==> src/sv/assert_macros.svh <==
// assertion helpers used by msfsp_core
`ifndef ASSERT_MACROS_SVH
`define ASSERT_MACROS_SVH

// condition in the same cycle
`define MSFSP_ASSERT_NOW(label, ante, cons, msg) \
    label: assert property (@(posedge aclk) disable iff (!aresetn) \
        (ante) |-> (cons)) else $error(msg);

// condition in the next cycle
`define MSFSP_ASSERT_NEXT(label, ante, cons, msg) \
    label: assert property (@(posedge aclk) disable iff (!aresetn) \
        (ante) |=> (cons)) else $error(msg);

`endif

==> src/sv/msfsp_pkg.sv <==
package msfsp_pkg;

    // result kinds
    localparam logic [1:0] KIND_UNIT    = 2'd0;
    localparam logic [1:0] KIND_PAYLOAD = 2'd1;
    localparam logic [1:0] KIND_END     = 2'd2;

    // section layouts
    localparam logic SECTION_AUDIO = 1'b0;

    // record sizes before the completing byte, crc skip
    localparam logic [2:0] AUDIO_RECORD_LEN = 3'd4;
    localparam logic [2:0] DATA_RECORD_LEN  = 3'd2;
    localparam logic [2:0] CRC_LAST         = 3'd3;

    // one accepted input item
    typedef struct packed {
        logic [7:0] in_byte;
        logic       section_start;
    } item_t;

    // one result item
    typedef struct packed {
        logic [1:0]  result_kind;
        logic [7:0]  unit_index;
        logic [15:0] unit_length;
        logic [2:0]  strm_id;
        logic [15:0] rel_play;
        logic [7:0]  data_type;
        logic [7:0]  payload_byte;
        logic        unit_end;
        logic        section_end;
    } res_t;

    // link to the next unit of nonzero length
    typedef struct packed {
        logic [7:0]  idx;
        logic [15:0] len;
    } link_t;

    // link table write
    typedef struct packed {
        logic        en;
        logic [7:0]  addr;
        link_t       data;
    } link_wr_t;

endpackage

==> src/sv/msfsp_in_reg.sv <==
module msfsp_in_reg (
    input  logic             aclk,
    input  logic             aresetn,
    input  logic             s_valid,
    output logic             s_ready,
    input  logic [7:0]       s_in_byte,
    input  logic             s_section_start,
    input  logic             take,
    output logic             item_vld,
    output msfsp_pkg::item_t item
);

    logic             vld_reg;
    logic             vld_next;
    msfsp_pkg::item_t item_reg;
    logic             load;

    // accept when empty or when the held item leaves in this cycle
    assign s_ready  = !vld_reg || take;
    assign load     = s_valid && s_ready;
    assign vld_next = load ? 1'b1 : (take ? 1'b0 : vld_reg);

    always_ff @(posedge aclk) begin
        if (!aresetn) begin
            vld_reg <= 1'b0;
        end else begin
            vld_reg <= vld_next;
        end
    end

    // held item
    always_ff @(posedge aclk) begin
        if (load) begin
            item_reg.in_byte       <= s_in_byte;
            item_reg.section_start <= s_section_start;
        end
    end

    assign item_vld = vld_reg;
    assign item     = item_reg;

endmodule

==> config.mk <==
export PLATFORM = sky130hd
export DESIGN_NAME = msfsp_in_reg
export DESIGN_NICKNAME = d
export VERILOG_FILES = /design/src/sv/assert_macros.svh /design/src/sv/msfsp_pkg.sv /design/src/sv/msfsp_in_reg.sv
export SDC_FILE = /design/constraint.sdc
export NUM_CORES = 1
export LEC_CHECK = 0
export BUFFER_PORTS_ARGS = -buffer_cell sky130_fd_sc_hd__buf_2
export CAP_MARGIN = 20
export CORE_AREA = 10 10 47 49
export DETAILED_ROUTE_END_ITERATION = 12
export DIE_AREA = 0 0 57 59
export PLACE_DENSITY = 0.53
export SLEW_MARGIN = 20
export SYNTH_ARGS = -nofsm -noshare
export SYNTH_HDL_FRONTEND = slang
export SYNTH_SLANG_ARGS = --single-unit
==> constraint.sdc <==
create_clock -name aclk -period 1.1 [get_ports aclk]
set_clock_uncertainty 0.2 [all_clocks]
set_input_delay 0.275 -clock aclk [delete_from_list [all_inputs] [get_ports aclk]]
set_output_delay 0.275 -clock aclk [all_outputs]
set_load 0.01 [all_outputs]
==> run summary <==
The flow ran to the end, but the final reports show violations. The checks that failed: setup timing. Leading register cell type out of synthesis: sky130_fd_sc_hd__edfxtp_1.

Portion of the clock cycle consumed by the worst path in the final layout: 1.147. In this run the deepest clock path goes through 2 buffers. Dividing total power by cell area gives a power density of 1436 nW/um^2. The final count of negative-setup-slack endpoints was 22.

The endpoint identified for the worst register-to-register timing path is item[0]. Setup repair after global routing could not meet its margin everywhere. Input and output buffers added on the ports amount to 23.

At the pin with the least slew margin, the transition time is 90.46 ps. For this run, design rule violations remaining after detail routing come to 0. Ranked by total cell area, the synthesized netlist is headed by sky130_fd_sc_hd__edfxtp_1, sky130_fd_sc_hd__dfxtp_1, sky130_fd_sc_hd__nand2b_4.

TritonCTS built the clock tree. The logs give 0.8855 for the share of synthesized area occupied by flip-flops and latches and 3363 sq um for the area enclosed by the die boundary. A synthesized cell averages 23.42 sq um. Area added between synthesis and finish: 85.50%.

The height of the die was 59 microns. Max-cap violations in this run came to 0. The logs give 836 microns for the total length of routed wires and 260 ps for the later-pin clock latency in the skew report. The tools report the critical path capture point type as an output pin. Walking the worst path, the cells encountered are nand2b_4 > buf_6.

The total routing usage reported by global routing is 0.05641, and the flip-flop and latch count after synthesis is 10. Total area of multi-input combinational cells: 42.54 sq um. The tools report the count of endpoints failing hold in the final timing report as 0. STA puts the critical path data required time at 620 ps. The path with the worst hold slack has its endpoint at item_vld. Power comes to 0.0008734 W. The top fanout value on the critical path works out to 2. In this run the most critical hold path is launched from aresetn. Entering global routing, the biggest net connects 7 pins.

The run gives 0.6113 mV as the peak supply drop. The number of global-route vias before repair is 308, and the max-slew violation count is 0. The area share of the largest cell type after synthesis came out at 0.8244. The via density per instance is 3.969, and the core occupancy in the finished layout is 0.4339. The detailed router placed 258 vias in this run. The gate family responsible for the most delay along the worst path was flip-flops. Buffering stage count on the worst path with inverters included: 1. The worst setup path is of the register to output pin kind. In this run the count of I/O pins placed on the die edge is 24. The worst hold slack was 42.09 ps. The path type of the worst min-delay path is primary input to register. The sequential standard cell area was 291.5 sq um; the number of filler instances in the final layout was 141. The detailed-route wire length per cell works out to 12.86 microns. In this run the standard cell core region covers 1401 sq um. Counting the buffers created by CTS gives 3.

The fraction of final layout cells with drive strength greater than 1 works out to 0.6122. The routed design could run at a clock period as short as 1262 ps. For the worst setup path, the data arrival time is 790 ps.

The number of cells on the worst hold path is 2. The register with the most flip-flops in the layout has 9 of them. The final weighted congestion in routability-driven placement is 0.5993.

The initial core utilization was 0.2339. In this run the remaining antenna-violating nets after routing total 0. Counting every instance in the synthesized netlist gives 14.

The estimated wirelength of the detail-placed design was 631 microns. Across all register-to-register paths, the minimum setup slack is -80 ps. In the final design database the tool counted 63 nets.

After clock tree synthesis, the clock-pin slew on the worst setup and hold paths is 60 ps. After the first detailed-routing iteration, the DRC count stood at 4. For this design, the slowest cell found on the critical path is sky130_fd_sc_hd__dfxtp_2. The startpoint identified for the worst register-to-register timing path is item_vld. Yosys printed 0 warnings. Yosys mapped the design onto 6 distinct sky130hd cell types. The final total negative setup slack came out at -2085 ps. H-tree level count: 1. The worst setup path is launched from a register. The setup slack after layout came out at -161.9 ps. In the post-synthesis netlist, the cell with the most instances is sky130_fd_sc_hd__edfxtp_1. The tools report the synthesized area as 327.8 sq um. The tools report the number of antenna violations at the first check in global routing as 0. Number of synthesized flops with an enable pin: 9. The tools report the root buffer cell as sky130_fd_sc_hd__clkbuf_4. The biggest area consumer among synthesized cells is sky130_fd_sc_hd__edfxtp_1. The number of nets handed over by synthesis was 27.

The run gives 0.9397 as the worst-case headroom to the max-slew limit. For the worst flop-to-flop path, the logic depth is 3. The leakage power came out at 0.2924 nW.

The tools report the count of inserted antenna diode cells as 0. The die width was 57 microns; the maximum clock rate was 792.5 MHz. Before antenna repair, the detailed router went through 4 iterations. On the worst path, the slowest cell contributes a delay of 350 ps. The tools report the total clock sinks as 10. The logs give 0 for the total congestion overflow after global routing and 14 for the count of standard-cell rows. The first-pass GRT wire length was 1455 microns; the share of synthesized flip-flops with an asynchronous set or reset was 0.
## cell usage in the layout, fill, tap and decap left out
master and n:
sky130_fd_sc_hd__dlymetal6s4s_1 3, sky130_fd_sc_hd__dlygate4sd3_1 6, sky130_fd_sc_hd__and2_4 2, sky130_fd_sc_hd__dfxtp_2 1, sky130_fd_sc_hd__buf_6 1, sky130_fd_sc_hd__edfxtp_1 9
sky130_fd_sc_hd__buf_2 18, sky130_fd_sc_hd__clkbuf_8 1, sky130_fd_sc_hd__clkbuf_4 3, sky130_fd_sc_hd__a21boi_2 1, sky130_fd_sc_hd__nand2b_4 1, sky130_fd_sc_hd__buf_4 2
sky130_fd_sc_hd__inv_1 1
## cell type report
class / instances / area share
well taps: 16 / 0.03292
flip-flops and latches: 10 / 0.4794
multi-input cells: 4 / 0.06996
clock buffers: 4 / 0.05967
inverters: 1 / 0.006173
repair buffers: 30 / 0.3519
## how the worst max path moves through the flow
stage                        start       to  depth (start not counted)
final                     item_vld  s_ready                          2
after floorplan           item_vld  item[0]                          2
after global placement        take  item[2]                          3
after global routing      item_vld  s_ready                          2
after detailed placement      take  item[1]                          3
after CTS                 item_vld  s_ready                          2
## worst reg2reg max path, cell delays in order, from the launching register on
cell and delay, ps:
sky130_fd_sc_hd__dfxtp_2 340, sky130_fd_sc_hd__nand2b_4 70, sky130_fd_sc_hd__buf_4 110, sky130_fd_sc_hd__and2_4 180
## power by group
group	leakage (nW)	internal (W)	switching [W]
sequential	0.0957	0.000440	0.00000619
combinational	0.176	0.0000651	0.0000431
clock	0.0210	0.000201	0.000118
total	0.292	0.000706	0.000167
## kinds of logic (layout without fill, tap and decap cells)
group,count (synthesis),count (layout),synth area share
AOI/OAI and AO/OA,1,1,0.03435
buffers and inverters,1,35,0.01144
DFF,10,10,0.8855
and+or+nand+nor,2,3,0.06870
## metrics by stage
stage / cell area (sq um) / setup slack, ps / std cells
after floorplan: 329.1 / -10.31 / 14
after global placement: 471.7 / -65.37 / 54
after detailed placement: 471.7 / -75.62 / 54
after CTS: 610.6 / -173.1 / 68
after global routing: 608.1 / -198.3 / 65
final: 608.1 / -161.9 / 65
## layer usage
layer  track usage  up-vias  share of wire
met2       0.07752       20           0.38
met5             0        -              0
li1              -      123              -
met4       0.02013        0              0
met3       0.05794        0           0.19
met1       0.05644      115           0.43
## what timing repair did
item	in CTS	in global routing
endpoints found under the setup margin	20	27
cloned	1	0
setup buffers	1	0
gates resized for setup	2	3
endpoints found under the hold margin	9	1
hold buffers	8	1
No activity file was read; power rests on OpenSTA's default activity.
