### config.mk
export PLATFORM = sky130hd
export DESIGN_NAME = msfsp_core
export DESIGN_NICKNAME = d
export VERILOG_FILES = /design/src/sv/msfsp_pkg.sv /design/src/sv/msfsp_core.sv
export VERILOG_INCLUDE_DIRS = /design/src /design/src/sv
export SDC_FILE = /design/constraint.sdc
export NUM_CORES = 1
export LEC_CHECK = 0
export BUFFER_PORTS_ARGS = -buffer_cell sky130_fd_sc_hd__buf_2
export CORE_MARGIN = 1
export CORE_UTILIZATION = 40
export CTS_CLUSTER_SIZE = 8
export DETAILED_ROUTE_END_ITERATION = 8
export PLACE_DENSITY = 0.63
export SETUP_SLACK_MARGIN = 0.02
export SKIP_CTS_REPAIR_TIMING = 1
export SLEW_MARGIN = 15
export SYNTH_ARGS = -nofsm -noshare
export SYNTH_HDL_FRONTEND = slang
export SYNTH_SLANG_ARGS = --single-unit
### constraint.sdc
create_clock -name aclk -period 3.9 [get_ports aclk]
set_input_delay 0 -clock aclk [delete_from_list [all_inputs] [get_ports aclk]]
set_output_delay 0 -clock aclk [all_outputs]
set_load 0.01 [all_outputs]
### src/sv/assert_macros.svh
// assertion helpers used by msfsp_core
`ifndef ASSERT_MACROS_SVH
`define ASSERT_MACROS_SVH

// condition in the same cycle
`define MSFSP_ASSERT_NOW(label, ante, cons, msg) \
    label: assert property (@(posedge aclk) disable iff (!aresetn) \
        (ante) |-> (cons)) else $error(msg);

// condition in the next cycle
`define MSFSP_ASSERT_NEXT(label, ante, cons, msg) \
    label: assert property (@(posedge aclk) disable iff (!aresetn) \
        (ante) |=> (cons)) else $error(msg);

`endif

### src/sv/msfsp_pkg.sv
package msfsp_pkg;

    // result kinds
    localparam logic [1:0] KIND_UNIT    = 2'd0;
    localparam logic [1:0] KIND_PAYLOAD = 2'd1;
    localparam logic [1:0] KIND_END     = 2'd2;

    // section layouts
    localparam logic SECTION_AUDIO = 1'b0;

    // record sizes before the completing byte, crc skip
    localparam logic [2:0] AUDIO_RECORD_LEN = 3'd4;
    localparam logic [2:0] DATA_RECORD_LEN  = 3'd2;
    localparam logic [2:0] CRC_LAST         = 3'd3;

    // one accepted input item
    typedef struct packed {
        logic [7:0] in_byte;
        logic       section_start;
    } item_t;

    // one result item
    typedef struct packed {
        logic [1:0]  result_kind;
        logic [7:0]  unit_index;
        logic [15:0] unit_length;
        logic [2:0]  strm_id;
        logic [15:0] rel_play;
        logic [7:0]  data_type;
        logic [7:0]  payload_byte;
        logic        unit_end;
        logic        section_end;
    } res_t;

    // link to the next unit of nonzero length
    typedef struct packed {
        logic [7:0]  idx;
        logic [15:0] len;
    } link_t;

    // link table write
    typedef struct packed {
        logic        en;
        logic [7:0]  addr;
        link_t       data;
    } link_wr_t;

endpackage

### src/sv/msfsp_core.sv
`include "assert_macros.svh"

module msfsp_core (
    input  logic                aclk,
    input  logic                aresetn,
    input  logic                section_kind,
    input  logic                item_vld,
    input  msfsp_pkg::item_t    item,
    output logic                take,
    output logic                m_vld,
    input  logic                m_ready,
    output msfsp_pkg::res_t     res,
    output msfsp_pkg::link_wr_t wr,
    output logic [7:0]          rd_addr,
    input  msfsp_pkg::link_t    rd_data
);

    localparam logic [1:0] PH_IDLE    = 2'd0;
    localparam logic [1:0] PH_RECORD  = 2'd1;
    localparam logic [1:0] PH_CRC     = 2'd2;
    localparam logic [1:0] PH_PAYLOAD = 2'd3;

    logic [1:0]       phase_reg, phase_next;
    logic [7:0]       count_reg, count_next;
    logic [7:0]       cur_reg, cur_next;
    logic [15:0]      cur_len_reg, cur_len_next;
    logic [15:0]      rem_reg, rem_next;
    logic [2:0]       pos_reg, pos_next;
    logic [31:0]      partial_reg, partial_next;
    logic [2:0]       crc_reg, crc_next;
    logic             have_nz_reg, have_nz_next;
    logic [7:0]       first_nz_reg, first_nz_next;
    logic [15:0]      first_len_reg, first_len_next;
    logic [7:0]       last_nz_reg, last_nz_next;
    logic             out_vld_reg, out_vld_next;
    msfsp_pkg::res_t  res_reg, res_next;
    logic             emit;
    logic             proc;
    logic [2:0]       rec_last;
    logic [15:0]      rec_len;
    logic [8:0]       cur_inc;
    logic [15:0]      rem_dec;

    // an item is processed when the result register can take its result
    assign proc     = item_vld && (!out_vld_reg || m_ready);
    assign take     = proc;
    assign rec_last = (section_kind == msfsp_pkg::SECTION_AUDIO) ?
                      msfsp_pkg::AUDIO_RECORD_LEN : msfsp_pkg::DATA_RECORD_LEN;
    assign rec_len  = (section_kind == msfsp_pkg::SECTION_AUDIO) ?
                      partial_reg[31:16] : {partial_reg[7:0], item.in_byte};
    assign cur_inc  = {1'b0, cur_reg} + 9'd1;
    assign rem_dec  = rem_reg - 16'd1;

    // parser next state and result
    always_comb begin
        phase_next     = phase_reg;
        count_next     = count_reg;
        cur_next       = cur_reg;
        cur_len_next   = cur_len_reg;
        rem_next       = rem_reg;
        pos_next       = pos_reg;
        partial_next   = partial_reg;
        crc_next       = crc_reg;
        have_nz_next   = have_nz_reg;
        first_nz_next  = first_nz_reg;
        first_len_next = first_len_reg;
        last_nz_next   = last_nz_reg;
        res_next       = '0;
        emit           = 1'b0;
        wr             = '0;

        if (proc) begin
            if (item.section_start) begin
                // unit count opens a section
                count_next   = item.in_byte;
                cur_next     = 8'd0;
                pos_next     = 3'd0;
                partial_next = 32'd0;
                rem_next     = 16'd0;
                crc_next     = 3'd0;
                have_nz_next = 1'b0;
                phase_next   = (item.in_byte == 8'd0) ? PH_CRC : PH_RECORD;
            end else begin
                case (phase_reg)
                    PH_RECORD: begin
                        if (pos_reg < rec_last) begin
                            partial_next = {partial_reg[23:0], item.in_byte};
                            pos_next     = pos_reg + 3'd1;
                        end else begin
                            // record complete: descriptor out
                            emit                 = 1'b1;
                            res_next.result_kind = msfsp_pkg::KIND_UNIT;
                            res_next.unit_index  = cur_reg;
                            res_next.unit_length = rec_len;
                            if (section_kind == msfsp_pkg::SECTION_AUDIO) begin
                                res_next.strm_id  = partial_reg[10:8];
                                res_next.rel_play = {partial_reg[7:0], item.in_byte};
                            end else begin
                                res_next.data_type = partial_reg[15:8];
                            end
                            // chain units of nonzero length
                            if (rec_len != 16'd0) begin
                                if (have_nz_reg) begin
                                    wr.en       = 1'b1;
                                    wr.addr     = last_nz_reg;
                                    wr.data.idx = cur_reg;
                                    wr.data.len = rec_len;
                                end else begin
                                    first_nz_next  = cur_reg;
                                    first_len_next = rec_len;
                                end
                                have_nz_next = 1'b1;
                                last_nz_next = cur_reg;
                            end
                            cur_next     = cur_inc[7:0];
                            pos_next     = 3'd0;
                            partial_next = 32'd0;
                            if (cur_inc >= {1'b0, count_reg}) begin
                                phase_next = PH_CRC;
                                crc_next   = 3'd0;
                            end
                        end
                    end
                    PH_CRC: begin
                        if (crc_reg < msfsp_pkg::CRC_LAST) begin
                            crc_next = crc_reg + 3'd1;
                        end else begin
                            crc_next = 3'd0;
                            if (!have_nz_reg) begin
                                // nothing to deliver: bare end marker
                                cur_next             = 8'd0;
                                phase_next           = PH_IDLE;
                                emit                 = 1'b1;
                                res_next.result_kind = msfsp_pkg::KIND_END;
                                res_next.section_end = 1'b1;
                            end else begin
                                cur_next     = first_nz_reg;
                                cur_len_next = first_len_reg;
                                rem_next     = first_len_reg;
                                phase_next   = PH_PAYLOAD;
                            end
                        end
                    end
                    PH_PAYLOAD: begin
                        emit                  = 1'b1;
                        res_next.result_kind  = msfsp_pkg::KIND_PAYLOAD;
                        res_next.unit_index   = cur_reg;
                        res_next.unit_length  = cur_len_reg;
                        res_next.payload_byte = item.in_byte;
                        rem_next              = rem_dec;
                        if (rem_dec == 16'd0) begin
                            res_next.unit_end = 1'b1;
                            if (cur_reg == last_nz_reg) begin
                                cur_next             = 8'd0;
                                phase_next           = PH_IDLE;
                                res_next.section_end = 1'b1;
                            end else begin
                                // rd_data holds the link of the current unit
                                cur_next     = rd_data.idx;
                                cur_len_next = rd_data.len;
                                rem_next     = rd_data.len;
                            end
                        end
                    end
                    default: begin
                        // outside a section: byte dropped
                    end
                endcase
            end
        end
    end

    // link read follows the unit that becomes current
    assign rd_addr = cur_next;

    // result register handshake
    assign out_vld_next = proc ? emit : (out_vld_reg && !m_ready);

    // control state
    always_ff @(posedge aclk) begin
        if (!aresetn) begin
            phase_reg   <= PH_IDLE;
            have_nz_reg <= 1'b0;
            out_vld_reg <= 1'b0;
            crc_reg     <= 3'd0;
            pos_reg     <= 3'd0;
            cur_reg     <= 8'd0;
            rem_reg     <= 16'd0;
        end else begin
            phase_reg   <= phase_next;
            have_nz_reg <= have_nz_next;
            out_vld_reg <= out_vld_next;
            crc_reg     <= crc_next;
            pos_reg     <= pos_next;
            cur_reg     <= cur_next;
            rem_reg     <= rem_next;
        end
    end

    // section fields and result payload
    always_ff @(posedge aclk) begin
        count_reg     <= count_next;
        cur_len_reg   <= cur_len_next;
        partial_reg   <= partial_next;
        first_nz_reg  <= first_nz_next;
        first_len_reg <= first_len_next;
        last_nz_reg   <= last_nz_next;
        if (proc) begin
            res_reg <= res_next;
        end
    end

    assign m_vld = out_vld_reg;
    assign res   = res_reg;

    // checks
    `MSFSP_ASSERT_NOW(a_payload_rem_nonzero, phase_reg == PH_PAYLOAD, rem_reg != 16'd0,
        "payload phase with no bytes remaining")
    `MSFSP_ASSERT_NOW(a_crc_range, 1'b1, crc_reg <= msfsp_pkg::CRC_LAST,
        "crc skip count out of range")
    `MSFSP_ASSERT_NEXT(a_start_phase, proc && item.section_start,
        phase_reg == PH_RECORD || phase_reg == PH_CRC,
        "section start did not open a section")
    `MSFSP_ASSERT_NOW(a_end_marks, out_vld_reg && res_reg.section_end &&
        res_reg.result_kind == msfsp_pkg::KIND_PAYLOAD, res_reg.unit_end,
        "section end on payload without unit end")

endmodule
==> impl_metrics.env, run 1 <==
export IMPL_final_nets=1080
export IMPL_synth_area_leaders="edfxtp_1 48%, dfxtp_1 7.2%, and3_1 4.8%"
export IMPL_endpoint_kind="output port"
export IMPL_via_per_inst=5.550
export IMPL_clock_sinks=185
export IMPL_multi_input_area_um2=3901
export IMPL_clkTransAtPathRegs_ns=0.07
export IMPL_vias=7487
export IMPL_cts_made_buffers=17
export IMPL_p_total_mw=4.330
export IMPL_ff_latch_area_um2=5215
export IMPL_drtIter0Drc=612
export IMPL_arrival_ns=3.66
export IMPL_track_usage_pct=22.59
export IMPL_fillers=2131
export IMPL_grt_max_degree=75
export IMPL_hold_end="cur_reg[4]"
export IMPL_syn_inst=866
export IMPL_dp_cells=1289
export IMPL_cts_tree="done"
export IMPL_period_needed_ns=3.659
export IMPL_maxCapViolations=0
export IMPL_slew_headroom_pct=25.82
export IMPL_synth_top_area_share_pct=47.97
export IMPL_grt_pass1_wl_um=41190
export IMPL_cp_max_fo=11
export IMPL_hp_class="in -> reg"
export IMPL_syn_nets=923
export IMPL_pwr_density_cell_nw_per_um2=379.2
export IMPL_p_int_mw=3.254
export IMPL_antenna_found_initial=0
export IMPL_layout_commonest_cell="edfxtp_1"
export IMPL_largest_reg_flops=63
export IMPL_initial_utilization_pct=41.25
export IMPL_fin_crit_sh_pct=93.81
export IMPL_synth_area_um2=9453
export IMPL_rows=55
export IMPL_wire_per_inst_um=20.08
export IMPL_hold_depth=4
export IMPL_ant_nets=0
export IMPL_cp_data_required_time_ns=3.90
export IMPL_timing_rr_start="rem_reg[1]"
export IMPL_regToRegSetupSlack_ns=0.32
export IMPL_hold_violations=0
export IMPL_ys_seq_area_share_pct=55.17
export IMPL_syn_to_final_growth_pct=20.79
export IMPL_grt_pass1_vias=7231
export IMPL_peakVddDrop_v=0.0003183
export IMPL_io_buffers=143
export IMPL_worstSetupPathType="reg -> out"
export IMPL_gp_congestion=0.8919
export IMPL_die_area_um2=24250
export IMPL_min_from="rd_data[20]"
export IMPL_final_setup_tns_ns=0
export IMPL_cts_htree_levels=4
export IMPL_routed_wl_um=27090
export IMPL_core_area_um2=22920
export IMPL_p_leak_nw=4.731
export IMPL_outcome="finished, final reports clean"
export IMPL_synth_edf_count=151
export IMPL_first_pass_iters=7
export IMPL_rsz0062_at_grt="false"
export IMPL_synth_area_leader_cell="edfxtp_1"
export IMPL_io_pins=144
export IMPL_dp_hpwl_um=19190
export IMPL_grt_overflow=0
export IMPL_drcViolationCount=0
export IMPL_timing_rr_end="rem_reg[13]"
export IMPL_setup_violations_final=0
export IMPL_ys_ff_latch=185
export IMPL_ctsRootBufferMaster="clkbuf_16"
export IMPL_yosysUniqueCellTypes=76
export IMPL_combPwrFrac_pct=8.6
export IMPL_worst_pin_slew_ns=1.103
export IMPL_final_cell_mix="151 x edfxtp_1, 143 x buf_2, 73 x and3_1"
export IMPL_syn_avg_cell_area_um2=10.92
export IMPL_power_frac_clock_pct=40.0
export IMPL_synthFlopType="edfxtp_1"
export IMPL_fp_dieW_um=155.7
export IMPL_r2r_cells=11
export IMPL_synth_warnings=0
export IMPL_async_flop_share_pct=0
export IMPL_insertedDiodeCount=0
export IMPL_power_switching_mw=1.076
export IMPL_fmax_mhz=273.3
export IMPL_seqPwrFrac_pct=51.3
export IMPL_switching_share_pct=24.85
export IMPL_skew_ns=0.01138
export IMPL_clock_tree_buffer_depth=2
export IMPL_clock_latency_ns=0.43
export IMPL_startpoint_type="flip-flop"
export IMPL_stdcell_count=1349
export IMPL_die_h_um=155.7
export IMPL_drv_slew=0
export IMPL_drive_above_1_share_pct=24.42
-- per-layer routing --
metal | share of wire, % | track usage, % | routed length (um) | up-vias
met5 | 0 | 0 | 0 | -
met4 | 2.0 | 7.003 | 531 | 0
met3 | 7.3 | 5.028 | 1990 | 41
met2 | 46 | 34.93 | 12470 | 294
met1 | 45 | 31.53 | 12100 | 3590
li1 | - | - | - | 3562
-- synthesized netlist by cell type (6+ instances only) --
| master | count |
|---|---|
| edfxtp_1 | 151 |
| and3_1 | 73 |
| nand2_1 | 66 |
| nor2_1 | 53 |
| clkbuf_1 | 50 |
| o21ai_0 | 42 |
| a21oi_1 | 40 |
| and2_1 | 36 |
| dfxtp_1 | 34 |
| inv_1 | 27 |
| a22oi_1 | 24 |
| mux2_2 | 23 |
| nor4_1 | 21 |
| ha_1 | 19 |
| nand3_1 | 17 |
| xnor2_1 | 17 |
| nor3_1 | 15 |
| nand4_1 | 11 |
| a211oi_1 | 10 |
| mux2i_1 | 10 |
| a31oi_1 | 8 |
| nor2b_1 | 6 |
| or4_1 | 6 |
| xor2_1 | 6 |
-- layout make-up --
cell class                 count  area share, %
multi-input combinational    590          34.17
timing repair buffer         199          10.56
clock buffer                  21          4.317
inverter                      30         0.9862
tap                          313          3.430
sequential                   185          45.67
clock inverter                11         0.8657
-- power groups by stage --
| stage | Sequential (mW) | Clock [mW] | Combinational, mW |
|---|---|---|---|
| after floorplan | 2.27 | 0 | 0.192 |
| after global placement | 2.26 | 0 | 0.349 |
| after detailed placement | 2.27 | 0 | 0.351 |
| after CTS | 2.22 | 1.75 | 0.352 |
| after global routing | 2.23 | 1.82 | 0.406 |
| final | 2.22 | 1.73 | 0.374 |
-- logic make-up (layout without fill, tap and decap cells) --
| group | count (synthesis) | count (layout) | share of synthesized area (%) |
|---|---|---|---|
| compound gates | 179 | 179 | 12.63 |
| flops | 185 | 185 | 55.17 |
| mux | 34 | 34 | 3.918 |
| xor+xnor | 23 | 23 | 2.131 |
| buf+inv | 91 | 261 | 3.918 |
| simple gates | 335 | 335 | 19.72 |
| fa+ha+maj | 19 | 19 | 2.515 |
-- worst max path at each step --
stage                           from         end  cells after the start  slack, ns
after floorplan                m_vld  pos_reg[2]                      7       0.14
after global placement    rem_reg[1]  cur_reg[2]                     10       0.61
after detailed placement  rem_reg[1]  rd_addr[2]                     11       0.55
after CTS                 rem_reg[1]  rd_addr[2]                     11       0.08
after global routing      rem_reg[1]  rd_addr[6]                     11       0.08
final                     rem_reg[1]  rd_addr[2]                     11       0.24
-- through the flow --
step	util [%]	worst slack (ns)	hold WS (ns)	instance area, um2
6_report	49.83	0.2412	0.01401	11420
5_1_grt	49.83	0.08460	0.02992	11420
4_1_cts	48.52	0.07839	-0.1758	11120
3_5_place_dp	45.94	0.5462	0.2676	10530
3_3_place_gp	45.94	0.6086	0.2613	10530
2_1_floorplan	-	0.1409	0.09887	9453
-- worst max-delay path, stage by stage, from the launching register on --
cell       delay, ns
dfxtp_1         0.43
inv_1           0.17
ha_4            0.20
or3b_4          0.44
xnor2_1         0.16
or4_4           0.51
a2111oi_4       0.35
buf_4           0.21
nor3b_2         0.29
nand3_1         0.15
o21ai_0         0.15
buf_2           0.17
Note: power is estimated with default switching activity, not from simulation.
==> run 2: changes to the inputs <==
--- a/config.mk
+++ b/config.mk
@@ -6,12 +6,13 @@
 export SDC_FILE = /design/constraint.sdc
 export NUM_CORES = 1
 export LEC_CHECK = 0
+export ABC_AREA = 1
 export BUFFER_PORTS_ARGS = -buffer_cell sky130_fd_sc_hd__buf_2
 export CORE_MARGIN = 1
 export CORE_UTILIZATION = 40
 export CTS_CLUSTER_SIZE = 8
 export DETAILED_ROUTE_END_ITERATION = 8
-export PLACE_DENSITY = 0.63
+export PLACE_DENSITY = 0.62
 export SETUP_SLACK_MARGIN = 0.02
 export SKIP_CTS_REPAIR_TIMING = 1
 export SLEW_MARGIN = 15
==> run 2 against run 1 <==
Against the previous run: critical path depth grew 5; clock-buffer cell count shrank 2; largest cell class unchanged; flip-flop and latch count is the same; total power grew 6.4%; core utilization shrank 1.5 points; routed wire length shrank 3.8%; sequential share of layout area grew 0.34 points.
==> impl_metrics.env, run 2 <==
export IMPL_outcome="finished, final reports clean"
export IMPL_maxCapViolations=0
export IMPL_fp_dieW_um=156.5
export IMPL_startpoint_type="flip-flop"
export IMPL_synth_area_leaders="edfxtp_1 47%, nand2_1 13%, dfxtp_1 7.1%"
export IMPL_endpoint_kind="output port"
export IMPL_worstPathCellList="inv_2 > ha_1 > nand2_2 > inv_2 > nand3_1 > nand2_1 > nor2_1 > nand2_1 > nor2_2 > nand2_4 > nand2_1 > nand3_1 > nand2_1 > nand2_1 > nand2_1 > buf_2"
export IMPL_io_buffers=143
export IMPL_cts_tree="done"
export IMPL_syn_nets=1186
export IMPL_synthMostInstantiatedCell="nand2_1"
export IMPL_path_common_cell="nand2_1"
export IMPL_ctsRootBufferMaster="clkbuf_16"
export IMPL_grt_pass1_vias=7267
export IMPL_hold_violations=0
export IMPL_cp_max_fo=20
export IMPL_track_usage_pct=21.88
export IMPL_setup_ws_ns=0.5005
export IMPL_gp_congestion=0.8402
export IMPL_wire_per_inst_um=16.14
export IMPL_hp_class="in -> reg"
export IMPL_layout_commonest_cell="nand2_1"
export IMPL_die_area_um2=24500
export IMPL_antenna_found_initial=1
export IMPL_grt_overflow=0
export IMPL_worst_pin_slew_ns=1.059
export IMPL_via_per_inst=4.921
export IMPL_critPathTopFamily="simple AND/OR/NAND/NOR gates"
export IMPL_clock_latency_ns=0.43
export IMPL_syn_to_final_growth_pct=18.67
export IMPL_grt_max_degree=65
export IMPL_die_h_um=156.5
export IMPL_post_place_ws_ns=0.9663
export IMPL_async_flop_share_pct=0
export IMPL_ys_seq_area_share_pct=54.60
export IMPL_cts_htree_levels=4
export IMPL_grt_pass1_wl_um=40230
export IMPL_routed_wl_um=26050
export IMPL_peakVddDrop_v=0.0003017
export IMPL_rsz0062_at_grt="false"
export IMPL_vias=7943
export IMPL_slew_headroom_pct=29.31
export IMPL_drcViolationCount=0
export IMPL_stdcell_count=1614
export IMPL_dp_hpwl_um=18680
export IMPL_dp_cells=1555
export IMPL_first_pass_iters=5
export IMPL_slowest_delay_ns=0.72
export IMPL_final_nets=1338
export IMPL_synth_area_leader_cell="edfxtp_1"
export IMPL_drtIter0Drc=656
export IMPL_ys_ff_latch=185
export IMPL_clock_tree_buffer_depth=2
export IMPL_yosysUniqueCellTypes=41
export IMPL_pwr_density_cell_nw_per_um2=406.4
export IMPL_drive_above_1_share_pct=17.00
export IMPL_skew_ns=0.01169
export IMPL_p_leak_nw=5.110
export IMPL_worstSetupPathType="reg -> out"
export IMPL_synth_warnings=0
export IMPL_slowest_stage="nor2_2"
export IMPL_synth_area_um2=9552
export IMPL_cp_data_required_time_ns=3.90
export IMPL_rows=56
export IMPL_crit_buf_inv=3
export IMPL_fillers=2289
export IMPL_ant_nets=0
export IMPL_clkTransAtPathRegs_ns=0.07
export IMPL_synthFlopType="edfxtp_1"
export IMPL_synth_top_area_share_pct=47.47
export IMPL_synth_edf_count=151
export IMPL_io_pins=144
export IMPL_arrival_ns=3.40
export IMPL_period_needed_ns=3.400
export IMPL_fmax_mhz=294.2
export IMPL_clock_sinks=185
export IMPL_syn_inst=1129
export IMPL_final_setup_tns_ns=0
export IMPL_final_cell_mix="329 x nand2_1, 158 x nor2_1, 151 x edfxtp_1"
export IMPL_core_area_um2=23470
export IMPL_syn_avg_cell_area_um2=8.460
export IMPL_fin_crit_sh_pct=87.17
export IMPL_largest_reg_flops=63
export IMPL_drv_slew=0
export IMPL_synth_common_cells="329 x nand2_1, 159 x nor2_1, 151 x edfxtp_1, 123 x inv_1, 63 x a21oi_1"
export IMPL_cts_made_buffers=17
export IMPL_initial_utilization_pct=40.69
export IMPL_setup_violations_final=0
==> run 2: worst paths after layout <==
| check | cells after the start | from | to | slack, ns |
|---|---|---|---|---|
| setup / recovery | 16 | rem_reg[0] | rd_addr[1] | 0.50 |
| hold / removal | 7 | rd_data[19] | cur_reg[3] | 0.1 |
| setup reg to reg | 16 | cur_reg[1] | crc_reg[1] | 0.91 |
| hold reg to reg | 2 | pos_reg[0] | pos_reg[0] | 0.49 |
==> run 2: kinds of logic after synthesis <==
logic type	share of synthesized area (%)
xor+xnor	1.284
buf+inv	7.611
fa+ha+maj	2.489
flops	54.60
compound gates	7.938
simple gates	26.08
==> run 2: final cells by class <==
class,instances,area [um2],share of cell area [%]
Antenna cell,1,2.502,0.02208
Clock buffer,19,432.9,3.819
Clock inverter,13,127.6,1.126
Inverter,135,506.7,4.471
Multi-Input combinational cell,765,3615,31.89
Sequential cell,185,5215,46.01
Tap cell,319,399.1,3.521
Timing Repair Buffer,177,1036,9.140
==> run 2: report_power, final <==
part	internal, mW	switching, mW
clock	0.938	0.754
sequential	2.22	0.0444
combinational	0.208	0.440
total	3.37	1.24
==> run 2: routing by layer <==
layer | wire (um) | part of all wire (%) | global-route usage (%) | vias to the layer above
met2 | 11460 | 44 | 32.84 | 287
li1 | - | - | - | 3972
met3 | 1789 | 6.9 | 3.988 | 37
met5 | 0 | 0 | 0 | -
met1 | 12240 | 47 | 31.48 | 3647
met4 | 558 | 2.1 | 7.796 | 0
==> run 2: through the flow <==
stage	power, mW	instance area [um2]	hold slack, ns	util (%)
floorplan	2.727	9552	0.09887	-
global placement	2.923	10510	0.2079	44.78
detailed placement	2.931	10510	0.2082	44.78
CTS	4.596	11070	-0.2397	47.17
global route	4.782	11330	0.1529	48.28
finish	4.606	11330	0.09580	48.29
==> run 2: tightest hold or removal path, cell delays in order <==
cell and delay (ns):
buf_2 0.09, nand2_1 0.06, nand3_1 0.07, nand3_1 0.08
nand2_1 0.05, nand2_1 0.07, a21oi_1 0.06
==> run 3: changes to the inputs <==
--- a/config.mk
+++ b/config.mk
@@ -12,7 +12,7 @@
 export CORE_UTILIZATION = 40
 export CTS_CLUSTER_SIZE = 8
 export DETAILED_ROUTE_END_ITERATION = 8
-export PLACE_DENSITY = 0.62
+export PLACE_DENSITY = 0.65
 export SETUP_SLACK_MARGIN = 0.02
 export SKIP_CTS_REPAIR_TIMING = 1
 export SLEW_MARGIN = 15
==> run 3 against run 2 <==
Against the previous run: highest routed layer unchanged; flip-flop and latch count unchanged; worst hold slack got worse by 0.086 ns; global-route usage decreased by 0.54 points; sequential power barely moved; clock power about the same; largest power group unchanged; largest cell class unchanged.
==> impl_metrics.env, run 3 (same netlist as run 2, synthesis figures left out) <==
export IMPL_outcome="finished, final reports clean"
export IMPL_dp_cells=1554
export IMPL_hp_class="in -> reg"
export IMPL_slowest_delay_ns=0.72
export IMPL_via_per_inst=4.917
export IMPL_rsz0062_at_grt="false"
export IMPL_cp_data_required_time_ns=3.90
export IMPL_worstPathCellList="inv_2 > ha_1 > nand2_2 > inv_2 > nand3_1 > nand2_1 > nor2_1 > nand2_1 > nor2_2 > nand2_4 > nand2_1 > nand3_1 > nand2_1 > nand2_1 > nand2_1 > buf_2"
export IMPL_grt_pass1_vias=7304
export IMPL_io_pins=144
export IMPL_drv_slew=0
export IMPL_track_usage_pct=21.33
export IMPL_layout_commonest_cell="nand2_1"
export IMPL_endpoint_kind="output port"
export IMPL_syn_to_final_growth_pct=18.56
export IMPL_p_leak_nw=5.100
export IMPL_setup_ws_ns=0.5316
export IMPL_final_cell_mix="329 x nand2_1, 158 x nor2_1, 151 x edfxtp_1"
export IMPL_final_nets=1336
export IMPL_setup_violations_final=0
export IMPL_skew_ns=0.009768
export IMPL_worstSetupPathType="reg -> out"
export IMPL_drtIter0Drc=702
export IMPL_peakVddDrop_v=0.0003242
export IMPL_stdcell_count=1611
export IMPL_gp_congestion=0.8424
export IMPL_whs_ns=0.009420
export IMPL_timing_rr_start="cur_reg[0]"
export IMPL_finish_utilization_pct=48.25
export IMPL_ctsRootBufferMaster="clkbuf_16"
export IMPL_largest_reg_flops=63
export IMPL_grt_max_degree=65
export IMPL_cts_made_buffers=17
export IMPL_drcViolationCount=0
export IMPL_period_needed_ns=3.368
export IMPL_fp_dieW_um=156.5
export IMPL_grt_overflow=0
export IMPL_fin_crit_sh_pct=86.37
export IMPL_startpoint_type="flip-flop"
export IMPL_post_place_ws_ns=0.9943
export IMPL_drive_above_1_share_pct=17.03
export IMPL_clkTransAtPathRegs_ns=0.07
export IMPL_cts_tree="done"
export IMPL_ant_nets=0
export IMPL_die_h_um=156.5
export IMPL_cts_htree_levels=4
export IMPL_hold_violations=0
export IMPL_dp_hpwl_um=18660
export IMPL_final_setup_tns_ns=0
export IMPL_io_buffers=143
export IMPL_first_pass_iters=5
export IMPL_min_from="rd_data[2]"
export IMPL_setup_worst_path_start="rem_reg[0]"
export IMPL_path_common_cell="nand2_1"
export IMPL_slowest_stage="nor2_2"
export IMPL_cp_max_fo=20
export IMPL_fmax_mhz=296.9
export IMPL_clock_tree_buffer_depth=2
export IMPL_vias=7921
export IMPL_grt_pass1_wl_um=39670
export IMPL_slew_headroom_pct=31.99
export IMPL_core_area_um2=23470
export IMPL_antenna_found_initial=0
export IMPL_arrival_ns=3.37
export IMPL_clock_latency_ns=0.43
export IMPL_routed_wl_um=25460
export IMPL_die_area_um2=24500
export IMPL_initial_utilization_pct=40.69
export IMPL_maxCapViolations=0
export IMPL_wire_per_inst_um=15.81
export IMPL_worst_pin_slew_ns=1.019
export IMPL_clock_sinks=185
export IMPL_insertedDiodeCount=0
export IMPL_pwr_density_cell_nw_per_um2=405.6
export IMPL_rows=56
==> run 3: changes by cell type in the layout (fill, tap and decap cells not counted) <==
cell	previous run	this run
clkinvlp_4	2	4
clkinv_1	6	3
dlygate4sd3_1	26	25
clkinv_2	2	1
clkbuf_1	2	4
clkbuf_8	0	1
buf_4	8	7
clkinvlp_2	1	0
clkbuf_16	17	18
diode_2	1	0
bufinv_16	2	1
==> run 3: final cells by class <==
class	instances	area [um2]
flip-flops and latches	185	5215
multi-input cells	765	3615
well taps	319	399.1
inverters	135	506.7
repair buffers	175	1018
clock buffers	23	479.2
fillers	2300	12150
clock inverters	9	91.34
==> run 3: routing by layer <==
layer  vias to the layer above  GRT usage [%]  share of wire [%]
met5                         -              0                  0
met4                         0          9.057                2.8
met3                        40          3.351                6.4
met2                       294          32.53                 44
met1                      3623          30.08                 47
li1                       3964              -                  -
==> run 3: final timing paths <==
path	endpoint	slack, ns	cells after the start
worst max-delay path	rd_addr[7]	0.53	16
worst min register to register	pos_reg[0]	0.48	2
worst min-delay path	cur_len_reg[2]	0.009	3
worst max register to register	crc_reg[1]	0.96	16
==> run 3: worst max-delay path: cells and delay by family, from the launching register on <==
family,cells,cell delay [ns]
adders and majority gates,1,0.26
and+or+nand+nor,12,1.88
DFF,1,0.49
buffers and inverters,3,0.32
==> run 3: where the power goes <==
part | switching [mW] | internal [mW] | total, mW
Sequential | 0.0446 | 2.22 | 2.27
Clock | 0.742 | 0.939 | 1.68
Combinational | 0.438 | 0.207 | 0.645
Total | 1.22 | 3.37 | 4.59
==> run 3: metrics by stage <==
step | area, um2 | total power [mW]
floorplan | 9552 | 2.727
global placement | 10500 | 2.921
detailed placement | 10500 | 2.930
CTS | 11070 | 4.595
global route | 11320 | 4.775
finish | 11320 | 4.593
